--- config.mk ---
export PLATFORM = sky130hd
export DESIGN_NAME = fnds_ctrl
export DESIGN_NICKNAME = d
export VERILOG_FILES = /design/src/design/fnds_pkg.sv /design/src/design/fnds_ctrl.sv
export SDC_FILE = /design/constraint.sdc
export NUM_CORES = 1
export LEC_CHECK = 0
export BUFFER_PORTS_ARGS = -buffer_cell sky130_fd_sc_hd__clkbuf_2
export CAP_MARGIN = 20
export CORE_MARGIN = 10
export CORE_UTILIZATION = 47
export CTS_CLUSTER_DIAMETER = 60
export CTS_CLUSTER_SIZE = 30
export DETAILED_ROUTE_END_ITERATION = 8
export PLACE_DENSITY = 0.71
export SLEW_MARGIN = 20
export SYNTH_ARGS = -nofsm -noshare
export SYNTH_HDL_FRONTEND = slang
export SYNTH_SLANG_ARGS = --single-unit
export TNS_END_PERCENT = 50
--- constraint.sdc ---
create_clock -name clk -period 1.85 [get_ports clk]
set_input_delay 0.555 -clock clk [delete_from_list [all_inputs] [get_ports clk]]
set_output_delay 0.555 -clock clk [all_outputs]
set_load 0.05 [all_outputs]
--- src/design/fnds_pkg.sv ---
// shared types, constants and command/status structs for the divider solver
// no dependencies
package fnds_pkg;

	localparam int DVD_W = 58;
	localparam int DVS_W = 38;
	localparam int DIV_CNT_W = 6;

	localparam logic [32:0] VCO_LOW_HZ = 33'd2200000000;
	localparam logic [32:0] VCO_HIGH_HZ = 33'd4400000000;
	localparam logic [23:0] RESYNC_DEN = 24'd10237500;
	localparam logic [11:0] FRAC_HALF = 12'd2047;
	localparam logic [11:0] RESYNC_MAX = 12'd4095;
	localparam logic [10:0] R_END = 11'd1024;

	localparam logic [1:0] ST_OK = 2'd0;
	localparam logic [1:0] ST_VCO_RANGE = 2'd1;
	localparam logic [1:0] ST_NO_R = 2'd2;

	localparam logic [3:0] CFG_REFERENCE = 4'd0;
	localparam logic [3:0] CFG_DBL_THRESH = 4'd1;
	localparam logic [3:0] CFG_PFD_MAX = 4'd2;
	localparam logic [3:0] CFG_BAND_MAX = 4'd3;
	localparam logic [3:0] CFG_INT_MIN = 4'd4;
	localparam logic [3:0] CFG_OUT_MIN = 4'd5;
	localparam logic [3:0] CFG_OUT_MAX = 4'd6;
	localparam logic [3:0] CFG_MODE = 4'd7;

	typedef struct packed {
		logic [27:0] reference_hz;
		logic [27:0] doubler_threshold_hz;
		logic [27:0] pfd_max_hz;
		logic [27:0] band_clock_max_hz;
		logic [15:0] int_minimum;
		logic [6:0]  out_div_minimum;
		logic [6:0]  out_div_maximum;
		logic [1:0]  mode_flags;
	} cfg_t;

	typedef enum logic [3:0] {
		OP_NONE, OP_LOAD, OP_DOUBLE, OP_PREP, OP_STEP, OP_FNUM,
		OP_INTFIX, OP_NF, OP_PROD, OP_PUBLISH
	} op_t;

	typedef enum logic [2:0] {
		DSEL_N, DSEL_F, DSEL_B, DSEL_A, DSEL_R
	} div_sel_t;

	typedef enum logic [4:0] {
		S_IDLE, S_DOUBLE, S_PREP, S_SEARCH, S_N_DIV, S_N_WAIT, S_FNUM,
		S_F_DIV, S_F_WAIT, S_INTFIX, S_B_DIV, S_B_WAIT, S_NF, S_PROD,
		S_A_DIV, S_A_WAIT, S_R_DIV, S_R_WAIT, S_FINISH
	} state_t;

	typedef struct packed {
		op_t      op;
		logic     div_start;
		div_sel_t div_sel;
	} cmd_t;

	typedef struct packed {
		logic dbl_more;
		logic search_end;
		logic search_hit;
		logic div_done;
		logic out_free;
	} stat_t;

endpackage

--- src/design/fnds_ctrl.sv ---
// controller: sequences load, doubling, R search, divisions and result hand-off
// depends on fnds_pkg
module fnds_ctrl (
	input  logic            clk,
	input  logic            arst_n,
	input  logic            in_valid,
	output logic            in_ready,
	input  fnds_pkg::stat_t stat,
	output fnds_pkg::cmd_t  cmd
);
	fnds_pkg::state_t state_q, state_d;

	always_ff @(posedge clk or negedge arst_n) begin
		if (!arst_n)
			state_q <= fnds_pkg::S_IDLE;
		else
			state_q <= state_d;
	end

	always_comb begin
		state_d = state_q;
		cmd.op = fnds_pkg::OP_NONE;
		cmd.div_start = 1'b0;
		cmd.div_sel = fnds_pkg::DSEL_N;
		in_ready = 1'b0;
		case (state_q)
			fnds_pkg::S_IDLE: begin
				in_ready = 1'b1;
				if (in_valid) begin
					cmd.op = fnds_pkg::OP_LOAD;
					state_d = fnds_pkg::S_DOUBLE;
				end
			end
			fnds_pkg::S_DOUBLE: begin
				if (stat.dbl_more)
					cmd.op = fnds_pkg::OP_DOUBLE;
				else
					state_d = fnds_pkg::S_PREP;
			end
			fnds_pkg::S_PREP: begin
				cmd.op = fnds_pkg::OP_PREP;
				state_d = fnds_pkg::S_SEARCH;
			end
			fnds_pkg::S_SEARCH: begin
				cmd.op = fnds_pkg::OP_STEP;
				if (stat.search_end)
					state_d = fnds_pkg::S_FINISH;
				else if (stat.search_hit)
					state_d = fnds_pkg::S_N_DIV;
			end
			fnds_pkg::S_N_DIV: begin
				cmd.div_start = 1'b1;
				cmd.div_sel = fnds_pkg::DSEL_N;
				state_d = fnds_pkg::S_N_WAIT;
			end
			fnds_pkg::S_N_WAIT: if (stat.div_done) state_d = fnds_pkg::S_FNUM;
			fnds_pkg::S_FNUM: begin
				cmd.op = fnds_pkg::OP_FNUM;
				state_d = fnds_pkg::S_F_DIV;
			end
			fnds_pkg::S_F_DIV: begin
				cmd.div_start = 1'b1;
				cmd.div_sel = fnds_pkg::DSEL_F;
				state_d = fnds_pkg::S_F_WAIT;
			end
			fnds_pkg::S_F_WAIT: if (stat.div_done) state_d = fnds_pkg::S_INTFIX;
			fnds_pkg::S_INTFIX: begin
				cmd.op = fnds_pkg::OP_INTFIX;
				state_d = fnds_pkg::S_B_DIV;
			end
			fnds_pkg::S_B_DIV: begin
				cmd.div_start = 1'b1;
				cmd.div_sel = fnds_pkg::DSEL_B;
				state_d = fnds_pkg::S_B_WAIT;
			end
			fnds_pkg::S_B_WAIT: if (stat.div_done) state_d = fnds_pkg::S_NF;
			fnds_pkg::S_NF: begin
				cmd.op = fnds_pkg::OP_NF;
				state_d = fnds_pkg::S_PROD;
			end
			fnds_pkg::S_PROD: begin
				cmd.op = fnds_pkg::OP_PROD;
				state_d = fnds_pkg::S_A_DIV;
			end
			fnds_pkg::S_A_DIV: begin
				cmd.div_start = 1'b1;
				cmd.div_sel = fnds_pkg::DSEL_A;
				state_d = fnds_pkg::S_A_WAIT;
			end
			fnds_pkg::S_A_WAIT: if (stat.div_done) state_d = fnds_pkg::S_R_DIV;
			fnds_pkg::S_R_DIV: begin
				cmd.div_start = 1'b1;
				cmd.div_sel = fnds_pkg::DSEL_R;
				state_d = fnds_pkg::S_R_WAIT;
			end
			fnds_pkg::S_R_WAIT: if (stat.div_done) state_d = fnds_pkg::S_FINISH;
			fnds_pkg::S_FINISH: begin
				if (stat.out_free) begin
					cmd.op = fnds_pkg::OP_PUBLISH;
					state_d = fnds_pkg::S_IDLE;
				end
			end
			default: state_d = fnds_pkg::S_IDLE;
		endcase
	end
endmodule

==> flow_summary.toml, run 1 <==
[clock_network]
postCtsHoldBufs = 0
postCtsSetupBuffers = 4
cts.path.max_buffers = 2
cts_repair_resize_count = 23
clk_root_buffer_cell = "sky130_fd_sc_hd__clkbuf_4"
ctsHtreeMaxLevel = 1
clock_sinks = 5
cts-buffers-inserted = 3

[yosys]
synth_enable_flop_cells = 0
asr_flop_ratio_synth_pct = 100
muxShareOfSynthArea_pct = 5.19
postSynthRegisterBits = 5
synth_xor_xnor_area_share_pct = 5.38
synthAdderAreaFrac_pct = 0
post_synth_instance_area_um2 = 651
synthesis.instances = 86
synth_compound_area_share_pct = 27.9
ys_seq_area_share_pct = 19.2
yosys_warnings = 0
synth-simple-area-share_pct = 33.7
post_synth_num_cell_types = 39
largest_family_of_logic_cells_by_synthesized_area = "simple AND/OR/NAND/NOR gates"
mean_instance_size_in_the_synthesized_netlist_um2 = 7.57
synth_flop_cell = "sky130_fd_sc_hd__dfrtp_1"
mappedNetlistNets = 94

[status]
firstError = "[ERROR DPL-0033] detailed placement checks failed during check placement."
result_of_the_run = "did not finish"
last-stage-reached = "4_1_cts"

[place]
numPlacedInstances = 140
place.gp.congestion = 0.881
dpl-instance-area_um2 = 1150
hpwl_um = 2090
place.port_buffers = 16

[floorplan]
die_x_um = 57.2
start_util_pct = 50.0
placementRows = 13
dieHeight_um = 57.2
num_io_pins = 17
-- stage by stage --
step           setup slack (ns)  hold slack [ns]
3_5_place_dp             -0.234            0.371
3_3_place_gp             -0.128            0.370
2_1_floorplan            -0.117            0.259
-- cell usage after synthesis, drive strengths merged (2+ instances only) --
cell     n  share of area [%]
a21oi    8                6.7
and3     2                1.9
buf      6                5.8
clkbuf   2                1.7
dfrtp    5                 19
inv      2                1.2
mux2     3                5.2
nand2    8                5.0
nand3    2                1.5
nand4    2                1.9
nor2    12                7.7
nor2b    2                1.9
nor3     3                2.3
nor3b    6                8.5
o21ai    6                5.8
o21bai   2                2.3
xnor2    3                4.0
-- cell families after synthesis --
logic type                after synthesis
DFF                                     5
buffers and inverters                  10
xor gates and xnor gates                4
AOI/OAI and AO/OA                      24
and+or+nand+nor                        40
muxes                                   3
==> inputs of run 2 (changes only) <==
--- a/config.mk
+++ b/config.mk
@@ -7,12 +7,10 @@
 export LEC_CHECK = 0
 export BUFFER_PORTS_ARGS = -buffer_cell sky130_fd_sc_hd__clkbuf_2
 export CAP_MARGIN = 20
-export CORE_MARGIN = 10
-export CORE_UTILIZATION = 47
-export CTS_CLUSTER_DIAMETER = 60
-export CTS_CLUSTER_SIZE = 30
+export CORE_AREA = 10 10 71 73
 export DETAILED_ROUTE_END_ITERATION = 8
-export PLACE_DENSITY = 0.71
+export DIE_AREA = 0 0 81 83
+export PLACE_DENSITY_LB_ADDON = 0.15
 export SLEW_MARGIN = 20
 export SYNTH_ARGS = -nofsm -noshare
 export SYNTH_HDL_FRONTEND = slang
==> flow_summary.toml, run 2 <==
[sta]
fin_worst_hold_slack_ns = 0.143
finalWorstSetupSlack_ns = -0.223
worstMarginPinSlew_ns = 0.261
final-setup-viol-count = 11
max_clock_freq_mhz = 482
hold_viol_final = 0
timing.clock.skew_ns = 0.00181
timing_max_transition_violations_final = 0
period_share_pct = 112
setup_repair_after_global_routing_missed_its_margin = "yes"
timing.max_slew.rel_slack_pct = 82.5
min_cycle_time_layout_ns = 2.07

[layout]
regArea_um2 = 131
synthToLayoutAreaGrowth_pct = 95.8
antenna_cells = 0
max_flop_register = "state_q"
design.final.nets = 135
drive_gt1_share_pct = 64.3
final.fill_count = 364
multi_input_gate_area_um2 = 591
final_cell_mix = "25 x sky130_fd_sc_hd__buf_4, 9 x sky130_fd_sc_hd__buf_12, 7 x sky130_fd_sc_hd__clkbuf_2"
final_common_cell = "sky130_fd_sc_hd__buf_4"
largest_registers = "state_q x5"
finalNonFillerCells = 174
largest_register_ffs = 5

[worst_setup_path]
timing.rr.end = "state_q[0]"
r2r_path_start = "state_q[1]"
critPathMostFrequentCell = "sky130_fd_sc_hd__nor2_4"
critical_path.startpoint_type = "flip-flop"
timing.critical_path.cells = "o21bai_1 > mux2_4 > nor2_4 > a21oi_2 > nor2_4 > buf_12"
setup_crit_path_kind = "flip-flop to primary output"
critical_path.n_buffers_inverters = 1
crit_path_end_kind = "primary output"
crit_path_required_time_ns = 1.29
ff2ff_path_depth = 7
critPathMaxStageDelay_ns = 0.46
cp_max_fo = 8
worst_path_max_delay_cell = "sky130_fd_sc_hd__dfrtp_2"
cp.arrival_ns = 1.52
flop2flop_setup_slack_ns = -0.03
critical_path.top_delay_family = "flip-flops"

[clock_network]
clock_sinks = 5
insertion_delay_ns = 0.22
clk_root_buffer_cell = "sky130_fd_sc_hd__clkbuf_8"
clkSlewWorstSetupHoldPaths_ns = 0.03
cts-buffers-inserted = 3
cts.path.max_buffers = 2
tritoncts_clock_tree = "built"
ctsHtreeMaxLevel = 1

[status]
failing_checks = "setup timing"
result_of_the_run = "finished with violations"

[yosys]
asr_flop_ratio_synth_pct = 100
yosysTopAreaCell = "sky130_fd_sc_hd__dfrtp_1"
post_synth_num_cell_types = 39
mean_instance_size_in_the_synthesized_netlist_um2 = 7.57
postSynthRegisterBits = 5
synth_flop_cell = "sky130_fd_sc_hd__dfrtp_1"
ys_seq_area_share_pct = 19.2
top_post_synthesis_cells_by_area = "sky130_fd_sc_hd__dfrtp_1 19%, sky130_fd_sc_hd__nor2_1 5.8%, sky130_fd_sc_hd__a21oi_1 5.4%, sky130_fd_sc_hd__nor3b_1 4.6%, sky130_fd_sc_hd__nand2_1 4.0%"
mappedNetlistNets = 94
synth_enable_flop_cells = 0
yosys_warnings = 0
synthesis.instances = 86
synth.top_cell.area_share_pct = 19.2
ys_top_cells_by_count = "10 x sky130_fd_sc_hd__nor2_1, 7 x sky130_fd_sc_hd__a21oi_1, 7 x sky130_fd_sc_hd__nand2_1"
most_instantiated_library_cell_after_synthesis = "sky130_fd_sc_hd__nor2_1"
post_synth_instance_area_um2 = 651

[routing]
drt_pre_antenna_iters = 4
vias_per_cell = 4.33
via_count = 754
first_iter_violations = 31
route.final.wire_length_um = 2230
post-route-drc-count = 0
ant_nets = 0
wl_per_cell_um = 12.8

[job]
max_cap_viol_count = 0

[floorplan]
dieHeight_um = 83
die-area_um2 = 6720
core_area_um2 = 3630
die_x_um = 81
placementRows = 22
num_io_pins = 17
start_util_pct = 17.9

[grt]
grt_first_pass_wirelength_um = 3890
globalRoute.totalOverflow = 0
first_global_vias = 831
antenna_found_initial = 0
maximum_number_of_pins_on_one_net_before_global_route_repair = 14
gr-usage-all-layers_pct = 6.98

[place]
numPlacedInstances = 168
hpwl_um = 1800
place.port_buffers = 16
place.gp.congestion = 0.812

[pwr]
cellPowerDensity_nw_per_um2 = 2300
ir_worst_vdd_mv = 0.751
cell_leakage_power_uw = 0.000548

[worst_hold_path]
min-delay-path-class = "primary input to async pin"
run 2: cell counts after synthesis:
Identical to the previous run, type by type.
run 2: worst max path at each step:
| stage | from | endpoint | slack [ns] | cells past startpoint |
|---|---|---|---|---|
| floorplan | state_q[4] | in_ready | -0.12 | 3 |
| global placement | stat[0] | cmd[4] | -0.15 | 7 |
| detailed placement | stat[0] | cmd[4] | -0.14 | 7 |
| CTS | state_q[3] | cmd[3] | -0.21 | 5 |
| global route | state_q[2] | cmd[5] | -0.29 | 6 |
| finish | state_q[2] | cmd[5] | -0.22 | 6 |
run 2: metrics by stage:
stage	TNS (ns)	power [uW]	cell area (um^2)	setup WS, ns	utilization (%)
3_5_place_dp	-0.324	2520	1140	-0.145	31.4
6_report	-1.01	2930	1270	-0.223	35.1
2_1_floorplan	-0.301	1670	747	-0.117	-
3_3_place_gp	-0.301	2530	1140	-0.149	31.4
4_1_cts	-1.15	2880	1260	-0.208	34.6
5_1_grt	-1.79	3130	1270	-0.285	35.1
run 2: logic make-up after synthesis:
kind of cell              count (synthesis)  synth area share [%]
AOI/OAI and AO/OA                        24                  27.9
xor gates and xnor gates                  4                  5.39
buffers and inverters                    10                  8.65
DFF                                       5                  19.2
muxes                                     3                  5.19
and+or+nand+nor                          40                  33.7
run 2: layer usage:
metal	up-vias	wire, um	global-route usage (%)
met5	-	0	0
met4	0	19	2.82
met3	2	74	0.754
met2	12	1230	12.8
met1	351	903	7.76
li1	389	-	-
run 2: timing repair:
item / 4_1_cts / 5_1_grt
hold buffers: 0 / 0
gates resized for setup: 17 / 5
setup endpoints to repair: 11 / 11
pin swaps: 4 / 3
setup buffers: 2 / 0
run 2: cell type report:
| cell class | instances | area share (%) |
|---|---|---|
| inverter | 2 | 0.589 |
| clock buffer | 4 | 3.54 |
| timing repair buffer | 44 | 34.5 |
| sequential | 5 | 10.3 |
| tap | 48 | 4.72 |
| multi-input combinational | 71 | 46.4 |
run 2: worst reg2reg max path, delay by kind of cell, from the launching register on:
kind	cells	cell delay (ns)
buffers and inverters	2	0.29
AOI/OAI and AO/OA	3	0.55
muxes	1	0.32
and+or+nand+nor	1	0.14
DFF	1	0.45
run 2: where the power goes:
group | switching [uW] | internal, uW | total (uW)
combinational | 1200 | 1230 | 2430
sequential | 122 | 177 | 299
clock | 48.8 | 148 | 196
Power figures use the tool's default switching activity.
